File: src/rtl/core/fdce_pkg.sv
// Shared types, codes and constants of the FAT directory chain engine.
`timescale 1ns / 1ps
`default_nettype none
package fdce_pkg;

  localparam int DIR_ENTRIES_DEF  = 16;
  localparam int FAT_BLOCKS_DEF   = 64;
  localparam int SECTOR_BYTES_DEF = 512;
  localparam int NAME_CHARS_DEF   = 8;

  localparam int NAME_W     = 64;
  localparam int PTR_W      = 7;   // block pointer incl. end marker
  localparam int SIZE_W     = 16;
  localparam int BYTES_W    = 15;
  localparam int DIR_ADDR_W = 8;   // covers the largest directory
  localparam int BLK_ADDR_W = 6;   // covers the largest table

  localparam logic [PTR_W-1:0]  END_MARK = 7'd127;
  localparam logic [SIZE_W-1:0] SIZE_MAX = 16'hFFFF;

  typedef logic [PTR_W-1:0] ptr_t;

  typedef enum logic [2:0] {
    OP_CREATE = 3'd0,
    OP_DELETE = 3'd1,
    OP_RENAME = 3'd2,
    OP_APPEND = 3'd3,
    OP_READ   = 3'd4
  } op_t;

  typedef enum logic [2:0] {
    ST_OK        = 3'd0,
    ST_NOT_FOUND = 3'd1,
    ST_EXISTS    = 3'd2,
    ST_DIR_FULL  = 3'd3,
    ST_NO_BLOCK  = 3'd4
  } status_t;

  typedef enum logic [3:0] {
    S_IDLE,
    S_SCAN,
    S_DISP,
    S_DEL_RD,
    S_DEL_WR,
    S_DEL_FIN,
    S_APP_FIND,
    S_APP_LINK,
    S_APP_WB,
    S_RD_RD,
    S_RD_EMIT
  } state_t;

  typedef struct packed {
    logic [NAME_W-1:0] name;
    ptr_t              first;
    ptr_t              last;
    logic [SIZE_W-1:0] size;
  } dir_entry_t;

  typedef struct packed {
    logic                  rd_en;
    logic [DIR_ADDR_W-1:0] rd_addr;
    logic                  wr_en;
    logic [DIR_ADDR_W-1:0] wr_addr;
    dir_entry_t            wr_data;
    logic                  set_use;
    logic                  clr_use;
    logic [DIR_ADDR_W-1:0] use_addr;
  } dir_cmd_t;

  typedef struct packed {
    logic                  rd_en;
    logic [BLK_ADDR_W-1:0] rd_addr;
    logic                  wr_en;
    logic [BLK_ADDR_W-1:0] wr_addr;
    ptr_t                  wr_data;
    logic                  set_used;
    logic                  clr_used;
    logic [BLK_ADDR_W-1:0] used_addr;
  } fat_cmd_t;

endpackage
`default_nettype wire

File: src/rtl/core/fdce_if.sv
// Command and result channel interfaces of the FAT directory chain engine.
`timescale 1ns / 1ps
`default_nettype none
interface fdce_cmd_if;
  logic        valid;
  logic        ready;
  logic [2:0]  op;
  logic [63:0] file_name;
  logic [63:0] new_name;
  logic [14:0] byte_count;
  modport source (output valid, op, file_name, new_name, byte_count, input ready);
  modport sink   (input valid, op, file_name, new_name, byte_count, output ready);
endinterface

interface fdce_res_if;
  logic       valid;
  logic       ready;
  logic [2:0] status;
  logic [5:0] block_number;
  logic       block_present;
  logic       last_of_run;
  modport source (output valid, status, block_number, block_present, last_of_run,
                  input ready);
  modport sink   (input valid, status, block_number, block_present, last_of_run,
                  output ready);
endinterface
`default_nettype wire

File: src/rtl/core/fat_directory_chain_engine.sv
// Top level: command sequencer of the FAT directory chain engine.
//
//  channel   | dir | handshake     | payload
//  ----------+-----+---------------+---------------------------------------------
//  in_chan   | in  | valid/ready   | op, file_name, new_name, byte_count
//  out_chan  | out | valid/ready   | status, block_number, block_present,
//            |     |               | last_of_run
//
// One command at a time. Every valid command first scans the directory, one slot
// per cycle, then: create and rename finish in the dispatch state, delete reads
// and frees each chain block in turn and then clears the entry, append finds a
// free block and links it, block by block, and writes the entry back unless the
// table is full at the first search, read reads each next pointer and emits the block.
// Reset clears both stores at once through the in-use and used flags.
// A stalled result holds the sequencer only when another result must be emitted.
`timescale 1ns / 1ps
`default_nettype none
module fat_directory_chain_engine #(
  parameter int DIR_ENTRIES  = fdce_pkg::DIR_ENTRIES_DEF,
  parameter int FAT_BLOCKS   = fdce_pkg::FAT_BLOCKS_DEF,
  parameter int SECTOR_BYTES = fdce_pkg::SECTOR_BYTES_DEF,
  parameter int NAME_CHARS   = fdce_pkg::NAME_CHARS_DEF
) (
  input wire logic  clk,
  input wire logic  rst_n,
  fdce_cmd_if.sink  in_chan,
  fdce_res_if.source out_chan
);
  import fdce_pkg::*;

  localparam int DW = (DIR_ENTRIES > 1) ? $clog2(DIR_ENTRIES) : 1;
  localparam int CW = $clog2(FAT_BLOCKS+1);
  localparam logic [BYTES_W-1:0] SB_L     = BYTES_W'(SECTOR_BYTES);
  localparam ptr_t               FAT_L    = PTR_W'(FAT_BLOCKS);
  localparam ptr_t               FAT_M1_L = PTR_W'(FAT_BLOCKS-1);

  // name cut at first zero character and at NAME_CHARS characters
  function automatic logic [NAME_W-1:0] norm_name(input logic [NAME_W-1:0] n);
    logic [NAME_W-1:0] r;
    logic              go;
    r  = '0;
    go = 1'b1;
    for (int i = 0; i < 8; i++) begin
      if (i >= NAME_CHARS || n[8*i +: 8] == 8'd0) go = 1'b0;
      if (go) r[8*i +: 8] = n[8*i +: 8];
    end
    return r;
  endfunction

  // stores
  dir_cmd_t               dcmd;
  fat_cmd_t               fcmd;
  dir_entry_t             dir_rd;
  logic [DIR_ENTRIES-1:0] dir_use;
  ptr_t                   fat_rd;
  logic [FAT_BLOCKS-1:0]  fat_used;
  logic [CW-1:0]          used_cnt;

  fdce_dir_store #(.DIR_ENTRIES(DIR_ENTRIES)) u_dir (
    .clk(clk), .rst_n(rst_n), .cmd(dcmd), .rd_data(dir_rd), .in_use(dir_use)
  );

  fdce_fat_store #(.FAT_BLOCKS(FAT_BLOCKS)) u_fat (
    .clk(clk), .rst_n(rst_n), .cmd(fcmd), .rd_next(fat_rd), .used(fat_used),
    .used_cnt(used_cnt)
  );

  // registers
  state_t              state_r, state_nxt;
  op_t                 op_r, op_nxt;
  logic [NAME_W-1:0]   name_r, name_nxt, nname_r, nname_nxt;
  logic [BYTES_W-1:0]  bytes_r, bytes_nxt, rem_r, rem_nxt;
  logic [DW:0]         sc_r, sc_nxt;
  logic                cmp_vld_r, cmp_vld_nxt;
  logic [DW-1:0]       cmp_idx_r, cmp_idx_nxt;
  logic                found_r, found_nxt, nfound_r, nfound_nxt;
  logic                free_found_r, free_found_nxt;
  logic [DW-1:0]       s_r, s_nxt, free_idx_r, free_idx_nxt;
  dir_entry_t          ent_r, ent_nxt;
  ptr_t                b_r, b_nxt, k_r, k_nxt, p_r, p_nxt;
  logic                upd_r, upd_nxt;
  logic                out_valid_r, out_valid_nxt;
  status_t             out_st_r, out_st_nxt;
  logic [5:0]          out_blk_r, out_blk_nxt;
  logic                out_pres_r, out_pres_nxt, out_last_r, out_last_nxt;

  // emission request from the sequencer
  logic    emit_ok, emit;
  status_t e_st;
  ptr_t    e_blk;
  logic    e_pres, e_last;

  logic        in_acc, op_ok;
  logic        iu, final_blk, fail_blk;
  logic [16:0] size_sum;

  assign emit_ok   = !out_valid_r || out_chan.ready;
  assign in_acc    = in_chan.valid && in_chan.ready;
  assign op_ok     = (in_chan.op <= 3'(OP_READ));
  assign iu        = dir_use[cmp_idx_r];
  assign final_blk = (rem_r <= SB_L);
  assign fail_blk  = !final_blk && (used_cnt == CW'(FAT_BLOCKS));
  assign size_sum  = {1'b0, ent_r.size} + 17'(bytes_r);

  // next state
  always_comb begin
    state_nxt = state_r;
    unique case (state_r)
      S_IDLE:     if (in_acc && op_ok) state_nxt = S_SCAN;
      S_SCAN:     if (cmp_vld_r && cmp_idx_r == DW'(DIR_ENTRIES-1)) state_nxt = S_DISP;
      S_DISP: begin
        if (op_r == OP_CREATE || !found_r) begin
          if (emit_ok) state_nxt = S_IDLE;
        end else begin
          unique case (op_r)
            OP_DELETE: state_nxt = S_DEL_RD;
            OP_RENAME: if (emit_ok) state_nxt = S_IDLE;
            OP_APPEND: begin
              if (bytes_r != '0) state_nxt = S_APP_FIND;
              else if (emit_ok) state_nxt = S_IDLE;
            end
            OP_READ: begin
              if (ent_r.first < FAT_L) state_nxt = S_RD_RD;
              else if (emit_ok) state_nxt = S_IDLE;
            end
            default: state_nxt = S_IDLE;
          endcase
        end
      end
      S_DEL_RD:   state_nxt = (b_r < FAT_L && k_r < FAT_L) ? S_DEL_WR : S_DEL_FIN;
      S_DEL_WR:   state_nxt = S_DEL_RD;
      S_DEL_FIN:  if (emit_ok) state_nxt = S_IDLE;
      S_APP_FIND: begin
        if (used_cnt == CW'(FAT_BLOCKS)) begin
          if (emit_ok) state_nxt = S_IDLE;
        end else if (!fat_used[p_r[$clog2(FAT_BLOCKS)-1:0]]) begin
          state_nxt = S_APP_LINK;
        end
      end
      S_APP_LINK: if (emit_ok) state_nxt = (final_blk || fail_blk) ? S_APP_WB : S_APP_FIND;
      S_APP_WB:   state_nxt = S_IDLE;
      S_RD_RD:    state_nxt = S_RD_EMIT;
      S_RD_EMIT: begin
        if (emit_ok) begin
          state_nxt = (fat_rd >= FAT_L || k_r == FAT_M1_L) ? S_IDLE : S_RD_RD;
        end
      end
      default:    state_nxt = S_IDLE;
    endcase
  end

  // outputs and datapath
  always_comb begin
    op_nxt = op_r;  name_nxt = name_r;  nname_nxt = nname_r;  bytes_nxt = bytes_r;
    rem_nxt = rem_r;  sc_nxt = sc_r;  cmp_vld_nxt = 1'b0;  cmp_idx_nxt = cmp_idx_r;
    found_nxt = found_r;  nfound_nxt = nfound_r;  free_found_nxt = free_found_r;
    s_nxt = s_r;  free_idx_nxt = free_idx_r;  ent_nxt = ent_r;
    b_nxt = b_r;  k_nxt = k_r;  p_nxt = p_r;  upd_nxt = upd_r;
    dcmd = '0;  fcmd = '0;
    emit = 1'b0;  e_st = ST_OK;  e_blk = '0;  e_pres = 1'b0;  e_last = 1'b1;

    unique case (state_r)
      S_IDLE: begin
        op_nxt         = op_t'(in_chan.op);
        name_nxt       = norm_name(in_chan.file_name);
        nname_nxt      = norm_name(in_chan.new_name);
        bytes_nxt      = in_chan.byte_count;
        sc_nxt         = '0;
        found_nxt      = 1'b0;
        nfound_nxt     = 1'b0;
        free_found_nxt = 1'b0;
      end
      S_SCAN: begin
        if (sc_r < (DW+1)'(DIR_ENTRIES)) begin
          dcmd.rd_en   = 1'b1;
          dcmd.rd_addr = DIR_ADDR_W'(sc_r[DW-1:0]);
          cmp_vld_nxt  = 1'b1;
          cmp_idx_nxt  = sc_r[DW-1:0];
          sc_nxt       = sc_r + (DW+1)'(1);
        end
        if (cmp_vld_r) begin
          if (iu && dir_rd.name == name_r && !found_r) begin
            found_nxt = 1'b1;
            s_nxt     = cmp_idx_r;
            ent_nxt   = dir_rd;
          end
          if (iu && dir_rd.name == nname_r) nfound_nxt = 1'b1;
          if (!iu && !free_found_r) begin
            free_found_nxt = 1'b1;
            free_idx_nxt   = cmp_idx_r;
          end
        end
      end
      S_DISP: begin
        b_nxt   = ent_r.first;
        k_nxt   = '0;
        p_nxt   = '0;
        rem_nxt = bytes_r;
        if (op_r == OP_CREATE) begin
          emit = emit_ok;
          if (found_r) begin
            e_st = ST_EXISTS;
          end else if (free_found_r) begin
            e_st              = ST_OK;
            dcmd.wr_en        = emit_ok;
            dcmd.wr_addr      = DIR_ADDR_W'(free_idx_r);
            dcmd.wr_data      = '{name: name_r, first: END_MARK, last: END_MARK,
                                  size: '0};
            dcmd.set_use      = emit_ok;
            dcmd.use_addr     = DIR_ADDR_W'(free_idx_r);
          end else begin
            e_st = ST_DIR_FULL;
          end
        end else if (!found_r) begin
          emit = emit_ok;
          e_st = ST_NOT_FOUND;
        end else begin
          case (op_r)
            OP_RENAME: begin
              emit = emit_ok;
              if (nfound_r) begin
                e_st = ST_EXISTS;
              end else begin
                dcmd.wr_en        = emit_ok;
                dcmd.wr_addr      = DIR_ADDR_W'(s_r);
                dcmd.wr_data      = ent_r;
                dcmd.wr_data.name = nname_r;
              end
            end
            OP_APPEND: if (bytes_r == '0) emit = emit_ok;
            OP_READ:   if (ent_r.first >= FAT_L) emit = emit_ok;
            default: ;
          endcase
        end
      end
      S_DEL_RD: begin
        if (b_r < FAT_L && k_r < FAT_L) begin
          fcmd.rd_en   = 1'b1;
          fcmd.rd_addr = BLK_ADDR_W'(b_r);
        end
      end
      S_DEL_WR: begin
        fcmd.wr_en     = 1'b1;
        fcmd.wr_addr   = BLK_ADDR_W'(b_r);
        fcmd.wr_data   = END_MARK;
        fcmd.clr_used  = 1'b1;
        fcmd.used_addr = BLK_ADDR_W'(b_r);
        b_nxt          = fat_rd;
        k_nxt          = k_r + PTR_W'(1);
      end
      S_DEL_FIN: begin
        emit          = emit_ok;
        dcmd.clr_use  = emit_ok;
        dcmd.use_addr = DIR_ADDR_W'(s_r);
      end
      S_APP_FIND: begin
        if (used_cnt == CW'(FAT_BLOCKS)) begin
          emit = emit_ok;
          e_st = ST_NO_BLOCK;
        end else if (fat_used[p_r[$clog2(FAT_BLOCKS)-1:0]]) begin
          p_nxt = p_r + PTR_W'(1);
        end else begin
          b_nxt          = p_r;
          fcmd.wr_en     = 1'b1;
          fcmd.wr_addr   = BLK_ADDR_W'(p_r);
          fcmd.wr_data   = END_MARK;
          fcmd.set_used  = 1'b1;
          fcmd.used_addr = BLK_ADDR_W'(p_r);
        end
      end
      S_APP_LINK: begin
        emit   = emit_ok;
        e_st   = fail_blk ? ST_NO_BLOCK : ST_OK;
        e_blk  = b_r;
        e_pres = 1'b1;
        e_last = final_blk || fail_blk;
        if (emit_ok) begin
          if (ent_r.first >= FAT_L || ent_r.last >= FAT_L) begin
            ent_nxt.first = b_r;
          end else begin
            fcmd.wr_en   = 1'b1;
            fcmd.wr_addr = BLK_ADDR_W'(ent_r.last);
            fcmd.wr_data = b_r;
          end
          ent_nxt.last = b_r;
          rem_nxt      = final_blk ? '0 : rem_r - SB_L;
          upd_nxt      = final_blk;
        end
      end
      S_APP_WB: begin
        dcmd.wr_en   = 1'b1;
        dcmd.wr_addr = DIR_ADDR_W'(s_r);
        dcmd.wr_data = ent_r;
        if (upd_r) begin
          dcmd.wr_data.size = size_sum[16] ? SIZE_MAX : size_sum[15:0];
        end
      end
      S_RD_RD: begin
        fcmd.rd_en   = 1'b1;
        fcmd.rd_addr = BLK_ADDR_W'(b_r);
      end
      S_RD_EMIT: begin
        emit   = emit_ok;
        e_blk  = b_r;
        e_pres = 1'b1;
        e_last = (fat_rd >= FAT_L) || (k_r == FAT_M1_L);
        if (emit_ok) begin
          b_nxt = fat_rd;
          k_nxt = k_r + PTR_W'(1);
        end
      end
      default: ;
    endcase

    out_valid_nxt = emit ? 1'b1 : (out_chan.ready ? 1'b0 : out_valid_r);
    out_st_nxt    = emit ? e_st : out_st_r;
    out_blk_nxt   = emit ? e_blk[5:0] : out_blk_r;
    out_pres_nxt  = emit ? e_pres : out_pres_r;
    out_last_nxt  = emit ? e_last : out_last_r;
  end

  always_ff @(posedge clk) begin
    if (!rst_n) begin
      state_r     <= S_IDLE;
      cmp_vld_r   <= 1'b0;
      out_valid_r <= 1'b0;
    end else begin
      state_r     <= state_nxt;
      cmp_vld_r   <= cmp_vld_nxt;
      out_valid_r <= out_valid_nxt;
    end
  end

  always_ff @(posedge clk) begin
    op_r <= op_nxt;  name_r <= name_nxt;  nname_r <= nname_nxt;  bytes_r <= bytes_nxt;
    rem_r <= rem_nxt;  sc_r <= sc_nxt;  cmp_idx_r <= cmp_idx_nxt;
    found_r <= found_nxt;  nfound_r <= nfound_nxt;  free_found_r <= free_found_nxt;
    s_r <= s_nxt;  free_idx_r <= free_idx_nxt;  ent_r <= ent_nxt;
    b_r <= b_nxt;  k_r <= k_nxt;  p_r <= p_nxt;  upd_r <= upd_nxt;
    out_st_r <= out_st_nxt;  out_blk_r <= out_blk_nxt;
    out_pres_r <= out_pres_nxt;  out_last_r <= out_last_nxt;
  end

  assign in_chan.ready          = (state_r == S_IDLE);
  assign out_chan.valid         = out_valid_r;
  assign out_chan.status        = out_st_r;
  assign out_chan.block_number  = out_blk_r;
  assign out_chan.block_present = out_pres_r;
  assign out_chan.last_of_run   = out_last_r;

  // checks
  a_cnt_range: assert property (@(posedge clk) disable iff (!rst_n)
    used_cnt <= CW'(FAT_BLOCKS))
    else $error("used block count out of range");

  a_link_used: assert property (@(posedge clk) disable iff (!rst_n)
    state_r == S_APP_LINK |-> fat_used[b_r[$clog2(FAT_BLOCKS)-1:0]])
    else $error("linked block not marked used");

  a_no_blk_zero: assert property (@(posedge clk) disable iff (!rst_n)
    out_valid_r && !out_pres_r |-> out_blk_r == '0 && out_last_r)
    else $error("blockless transaction malformed");

  a_ready_idle: assert property (@(posedge clk) disable iff (!rst_n)
    in_acc && op_ok |=> state_r == S_SCAN)
    else $error("command not followed by directory scan");
endmodule
`default_nettype wire

File: src/rtl/core/fdce_dir_store.sv
// Directory store: entry memory with registered read, in-use flags in flops.
`timescale 1ns / 1ps
`default_nettype none
module fdce_dir_store #(
  parameter int DIR_ENTRIES = 16
) (
  input  wire logic                   clk,
  input  wire logic                   rst_n,
  input  wire fdce_pkg::dir_cmd_t     cmd,
  output fdce_pkg::dir_entry_t        rd_data,
  output logic [DIR_ENTRIES-1:0]      in_use
);
  import fdce_pkg::*;

  localparam int DW = (DIR_ENTRIES > 1) ? $clog2(DIR_ENTRIES) : 1;

  dir_entry_t             mem [DIR_ENTRIES];
  dir_entry_t             rd_r;
  logic [DIR_ENTRIES-1:0] use_r;

  always_ff @(posedge clk) begin
    if (cmd.wr_en) begin
      mem[cmd.wr_addr[DW-1:0]] <= cmd.wr_data;
    end
    if (cmd.rd_en) begin
      rd_r <= mem[cmd.rd_addr[DW-1:0]];
    end
  end

  always_ff @(posedge clk) begin
    if (!rst_n) begin
      use_r <= '0;
    end else if (cmd.set_use) begin
      use_r[cmd.use_addr[DW-1:0]] <= 1'b1;
    end else if (cmd.clr_use) begin
      use_r[cmd.use_addr[DW-1:0]] <= 1'b0;
    end
  end

  assign rd_data = rd_r;
  assign in_use  = use_r;
endmodule
`default_nettype wire

File: src/rtl/core/fdce_fat_store.sv
// Allocation table store: next-pointer memory, used flags and used-block count.
`timescale 1ns / 1ps
`default_nettype none
module fdce_fat_store #(
  parameter int FAT_BLOCKS = 64
) (
  input  wire logic                          clk,
  input  wire logic                          rst_n,
  input  wire fdce_pkg::fat_cmd_t            cmd,
  output fdce_pkg::ptr_t                     rd_next,
  output logic [FAT_BLOCKS-1:0]              used,
  output logic [$clog2(FAT_BLOCKS+1)-1:0]    used_cnt
);
  import fdce_pkg::*;

  localparam int BW = $clog2(FAT_BLOCKS);
  localparam int CW = $clog2(FAT_BLOCKS+1);

  ptr_t                  mem [FAT_BLOCKS];
  ptr_t                  rd_r;
  logic [FAT_BLOCKS-1:0] used_r;
  logic [CW-1:0]         cnt_r;

  always_ff @(posedge clk) begin
    if (cmd.wr_en) begin
      mem[cmd.wr_addr[BW-1:0]] <= cmd.wr_data;
    end
    if (cmd.rd_en) begin
      rd_r <= mem[cmd.rd_addr[BW-1:0]];
    end
  end

  always_ff @(posedge clk) begin
    if (!rst_n) begin
      used_r <= '0;
      cnt_r  <= '0;
    end else if (cmd.set_used) begin
      used_r[cmd.used_addr[BW-1:0]] <= 1'b1;
      cnt_r <= cnt_r + CW'(1);
    end else if (cmd.clr_used) begin
      used_r[cmd.used_addr[BW-1:0]] <= 1'b0;
      cnt_r <= cnt_r - CW'(1);
    end
  end

  assign rd_next  = rd_r;
  assign used     = used_r;
  assign used_cnt = cnt_r;
endmodule
`default_nettype wire
File: src/flat_wrapper.sv
// flat-port wrapper written by rule: the top's interface ports become plain ports
module fat_directory_chain_engine_flat import fdce_pkg::*;
#(
  parameter int DIR_ENTRIES  = fdce_pkg::DIR_ENTRIES_DEF,
  parameter int FAT_BLOCKS   = fdce_pkg::FAT_BLOCKS_DEF,
  parameter int SECTOR_BYTES = fdce_pkg::SECTOR_BYTES_DEF,
  parameter int NAME_CHARS   = fdce_pkg::NAME_CHARS_DEF
)
  (clk, rst_n, in_chan_valid, in_chan_op, in_chan_file_name, in_chan_new_name, in_chan_byte_count, in_chan_ready, out_chan_valid, out_chan_status, out_chan_block_number, out_chan_block_present, out_chan_last_of_run, out_chan_ready);
  fdce_cmd_if in_chan_i ();
  fdce_res_if out_chan_i ();
  input wire logic clk;
  input wire logic rst_n;
  input wire logic [$bits(in_chan_i.valid)-1:0] in_chan_valid;
  input wire logic [$bits(in_chan_i.op)-1:0] in_chan_op;
  input wire logic [$bits(in_chan_i.file_name)-1:0] in_chan_file_name;
  input wire logic [$bits(in_chan_i.new_name)-1:0] in_chan_new_name;
  input wire logic [$bits(in_chan_i.byte_count)-1:0] in_chan_byte_count;
  output wire logic [$bits(in_chan_i.ready)-1:0] in_chan_ready;
  output wire logic [$bits(out_chan_i.valid)-1:0] out_chan_valid;
  output wire logic [$bits(out_chan_i.status)-1:0] out_chan_status;
  output wire logic [$bits(out_chan_i.block_number)-1:0] out_chan_block_number;
  output wire logic [$bits(out_chan_i.block_present)-1:0] out_chan_block_present;
  output wire logic [$bits(out_chan_i.last_of_run)-1:0] out_chan_last_of_run;
  input wire logic [$bits(out_chan_i.ready)-1:0] out_chan_ready;
  assign in_chan_i.valid = in_chan_valid;
  assign in_chan_i.op = in_chan_op;
  assign in_chan_i.file_name = in_chan_file_name;
  assign in_chan_i.new_name = in_chan_new_name;
  assign in_chan_i.byte_count = in_chan_byte_count;
  assign in_chan_ready = in_chan_i.ready;
  assign out_chan_valid = out_chan_i.valid;
  assign out_chan_status = out_chan_i.status;
  assign out_chan_block_number = out_chan_i.block_number;
  assign out_chan_block_present = out_chan_i.block_present;
  assign out_chan_last_of_run = out_chan_i.last_of_run;
  assign out_chan_i.ready = out_chan_ready;
  fat_directory_chain_engine #(.DIR_ENTRIES(DIR_ENTRIES), .FAT_BLOCKS(FAT_BLOCKS), .SECTOR_BYTES(SECTOR_BYTES), .NAME_CHARS(NAME_CHARS)) u_core (.clk(clk), .rst_n(rst_n), .in_chan(in_chan_i), .out_chan(out_chan_i));
endmodule
File: config.mk
export PLATFORM = sky130hd
export DESIGN_NAME = fat_directory_chain_engine_flat
export DESIGN_NICKNAME = d
export VERILOG_FILES = /design/src/rtl/core/fdce_pkg.sv /design/src/rtl/core/fdce_if.sv /design/src/rtl/core/fat_directory_chain_engine.sv /design/src/rtl/core/fdce_dir_store.sv /design/src/rtl/core/fdce_fat_store.sv /design/src/flat_wrapper.sv
export SDC_FILE = /design/constraint.sdc
export NUM_CORES = 2
export LEC_CHECK = 0
export ABC_CLOCK_PERIOD_IN_PS = 13600
export BUFFER_PORTS_ARGS = -buffer_cell sky130_fd_sc_hd__clkbuf_2
export CORE_MARGIN = 8
export CORE_UTILIZATION = 55
export CTS_CLUSTER_SIZE = 12
export DETAILED_ROUTE_END_ITERATION = 8
export MAX_ROUTING_LAYER = met4
export PLACE_DENSITY = 0.79
export SYNTH_ARGS = -nofsm -noshare
export SYNTH_HDL_FRONTEND = slang
export SYNTH_SLANG_ARGS = --single-unit
File: constraint.sdc
create_clock -name clk -period 13.6 [get_ports clk]
set_clock_uncertainty 0.15 [all_clocks]
set_input_delay 2.72 -clock clk [delete_from_list [all_inputs] [get_ports clk]]
set_output_delay 2.72 -clock clk [all_outputs]
set_load 0.02 [all_outputs]
==> flow_summary.toml <==
[layout]
regArea_um2 = 64080
multi_input_area_um2 = 22580
num-nets-final = 5844
drive_gt1_frac = 0.1597
design_area_um2 = 97230
num-fill-cells = 11000
area_growth_pct = 10.06

[synth]
async_flop_share = 0
yosys_warnings = 0
synth_edf_count = 2072
synth_top_area_share = 0.7043
synth_area_um2 = 88340
synth_ff_type = "edfxtp_1"
ys_top_cells_by_area = "edfxtp_1, mux4_2, dfxtp_1"
synth.avg_cell_area_um2 = 15.85
synth_area_leader_cell = "edfxtp_1"
synth_cells = 5574
synth_fp_nets = 5734
synth-seq-area-share = 0.7254
synth-seq-cells = 2165
synth_cell_types = 87

[worst_setup_path]
crit_path_top_delay_cell = "buf_4"
max_stage_delay_ns = 0.95
cp_max_fo = 69
path_cells = "nor2_2 -> nand2_1 -> inv_1 -> nand2b_4 -> inv_4 -> nand2_4 -> buf_4 -> buf_4 -> mux4_2 -> mux4_2"
worstPathArrival_ns = 6.83
critPathKind = "reg2reg"
critPathTopFamily = "buffers and inverters"
worstPathRequired_ns = 14.02
crit_path_start_kind = "register"
path_buf_inv = 4
end_kind = "register"

[power]
power-per-cell-area_nw_per_um2 = 181.9
seqPwrFrac = 0.494
p_leak_nw = 32.08
p_sw_frac = 0.3041
combPwrFrac = 0.209
p_int_w = 0.01231
max-vdd-ir-drop_v = 0.0001625
power_switching_w = 0.005378
clkPwrFrac = 0.297

[route]
viasPerCell = 6.713
drc_errors = 2
avgRoutedWirePerCell_um = 28.72
dr.first_iter.drc_count = 8551
routed_wl_um = 226000
detail-route-antenna-nets = 0
vias = 52830
firstDrtPassIters = 9

[die]
fp.dieArea_um2 = 173700
core_um2 = 160000
io_pins = 163
initial_core_util = 0.5521
die_y_um = 416.8
die_x_um = 416.8
row_count = 147

[timing]
fin_tns_setup_ns = 0
post-route-min-period_ns = 6.409
finalSetupViolCount = 0
drv_slew = 0
worst_pin_slew_ns = 1.381
hold_viol = 0
min_period_over_period = 0.4712
max_freq_ghz = 0.1560
rsz0062_at_grt = "no"
relSlewSlack = 0.07052

[place]
gp_congestion = 0.9334
dpl_cell_area_um2 = 91330
io_buffers = 162
dp_hpwl_um = 129800

[run]
drv_cap = 0

[clocking]
cts-root-buf = "clkbuf_16"
postCtsSetupBuffers = 0
cts_buffer_depth = 3
cts.sinks = 2165
clock_latency_ns = 0.85
cts_resized = 0
holdBufCountCts = 0
cts_tree = "done"
clkTransAtPathRegs_ns = 0.06
cts_inserted_buffers = 208
h-tree-depth = 4

[global_route]
gr-total-overflow = 0
grt_usage = 0.2600
grt_max_degree = 233
antenna_found_initial = 1
grt_pass1_vias = 51830
grt_pass1_wl_um = 332300

[worst_hold_path]
hold_path_class = "reg2reg"

[status]
violations = "design-rule violations"
status = "finished with violations"
-- layer usage --
| layer | track usage | routed length [um] |
|---|---|---|
| met1 | 0.3385 | 81070 |
| met2 | 0.4075 | 108300 |
| met3 | 0.05436 | 26540 |
| met4 | 0.09959 | 10120 |
| met5 | - | 0 |
-- cell families (layout without fill, tap and decap cells) --
kind of cell | after synthesis | in the layout | share of synthesized area
DFF | 2165 | 2165 | 0.7254
and+or+nand+nor | 1398 | 1398 | 0.07212
AOI/OAI and AO/OA | 995 | 995 | 0.07683
buffers and inverters | 480 | 686 | 0.02136
muxes | 398 | 398 | 0.09013
xor gates and xnor gates | 128 | 128 | 0.01269
adders and majority gates | 10 | 10 | 0.001501
other | 0 | 3 | 0
-- synthesized netlist by cell type, drive strengths merged (9+ instances only) --
cell,n
edfxtp,2072
nand2,492
nor2,439
o21ai,374
mux4,318
clkbuf,286
o211ai,169
and2,127
inv,114
dfxtp,93
mux2i,80
buf,79
nor3,74
a222oi,72
xnor2,67
xor2,61
nor4,59
o22ai,55
a21oi,53
nand3,45
a22oi,42
o221a,36
nand2b,32
o31ai,30
nand4,29
nor2b,28
a31oi,24
and3,23
a211oi,21
a22o,16
o311ai,12
a32oi,10
o21a,10
or3,10
a21boi,9
ha,9
or2,9
or4,9
-- tightest hold or removal path, delay by kind of cell (launching register included) --
kind | cells | cell delay [ns]
DFF | 1 | 0.31
AOI/OAI and AO/OA | 1 | 0.05
and+or+nand+nor | 1 | 0.05
-- cell type report --
| class | instances | share of cell area |
|---|---|---|
| diodes | 3 | 0.00007721 |
| clock buffers | 263 | 0.05598 |
| clock inverters | 43 | 0.004632 |
| inverters | 115 | 0.004517 |
| multi-input cells | 2929 | 0.2322 |
| flip-flops and latches | 2165 | 0.6590 |
| well taps | 2086 | 0.02684 |
| repair buffers | 265 | 0.01668 |
-- power by group through the flow --
stage                     clock [W]  combinational [W]  sequential [W]
after CTS                   0.00528            0.00365         0.00871
after floorplan                   0            0.00247         0.00866
after detailed placement          0            0.00360         0.00883
after global placement            0            0.00350         0.00882
final                       0.00525            0.00370         0.00874
after global routing        0.00552            0.00392         0.00874
-- cells in the final DEF, fill, tap and decap left out, types with 12 or more instances in the layout --
cell type | synthesis | final
edfxtp_1 | 2072 | 2072
nand2_1 | 492 | 480
nor2_1 | 431 | 422
o21ai_0 | 368 | 366
mux4_2 | 318 | 318
clkbuf_16 | 0 | 209
o211ai_1 | 169 | 169
clkbuf_2 | 0 | 162
and2_1 | 126 | 123
inv_1 | 112 | 111
buf_4 | 2 | 100
dfxtp_1 | 93 | 93
mux2i_1 | 80 | 80
a222oi_1 | 72 | 72
nor3_1 | 72 | 69
xnor2_1 | 67 | 67
xor2_1 | 61 | 61
nor4_1 | 58 | 56
o22ai_1 | 54 | 54
clkbuf_1 | 286 | 53
a21oi_1 | 52 | 52
nand3_1 | 45 | 45
a22oi_1 | 40 | 40
o221a_2 | 36 | 36
nand2b_1 | 32 | 31
o31ai_1 | 30 | 30
nand4_1 | 29 | 29
nor2b_1 | 28 | 27
a31oi_1 | 24 | 24
and3_1 | 23 | 21
a211oi_1 | 21 | 21
clkinv_1 | 1 | 20
a22o_1 | 16 | 16
o311ai_0 | 12 | 12
-- flip-flops by register name, summed over array words and instances, names as in the netlist, 5 cells and up, named ones only --
signal                        flops
u_core.b_r                        7
u_core.out_chan.block_number      6
u_core.u_fat.used_cnt             7
u_core.p_r                        7
u_core.u_dir.rd_data             78
u_core.rem_r                     15
u_core.u_fat.mem                448
u_core.k_r                        7
u_core.u_dir.mem               1248
u_core.sc_r                       5
u_core.nname_r                   64
u_core.bytes_r                   15
u_core.ent_r                     78
u_core.name_r                    64
u_core.u_fat.rd_next              7
-- through the flow --
| step | setup WS, ns | power [W] | hold WS, ns | utilization | instances |
|---|---|---|---|---|---|
| finish | 7.191 | 0.01769 | 0.3080 | 0.6077 | 7869 |
| global route | 6.699 | 0.01819 | 0.3259 | 0.6076 | 7866 |
| floorplan | 4.344 | 0.01114 | 0.2831 | - | 5574 |
| global placement | 7.273 | 0.01231 | 0.2905 | 0.5707 | 7560 |
| CTS | 7.109 | 0.01764 | 0.3085 | 0.6076 | 7866 |
| detailed placement | 7.043 | 0.01244 | 0.2982 | 0.5707 | 7560 |
-- final timing paths --
| kind | end | cells after the start | startpoint | slack, ns |
|---|---|---|---|---|
| worst max register to register | u_core.u_dir.rd_data[68]$_DFFE_PP_ | 10 | u_core.state_r[1]$_SDFFE_PN0P_ | 7.19 |
| worst min register to register | register | 2 | register | 0.31 |
| worst max-delay path | u_core.u_dir.rd_data[68]$_DFFE_PP_ | 10 | u_core.state_r[1]$_SDFFE_PN0P_ | 7.19 |
| worst min-delay path | register | 2 | register | 0.31 |
No activity file was read; power rests on OpenSTA's default activity.
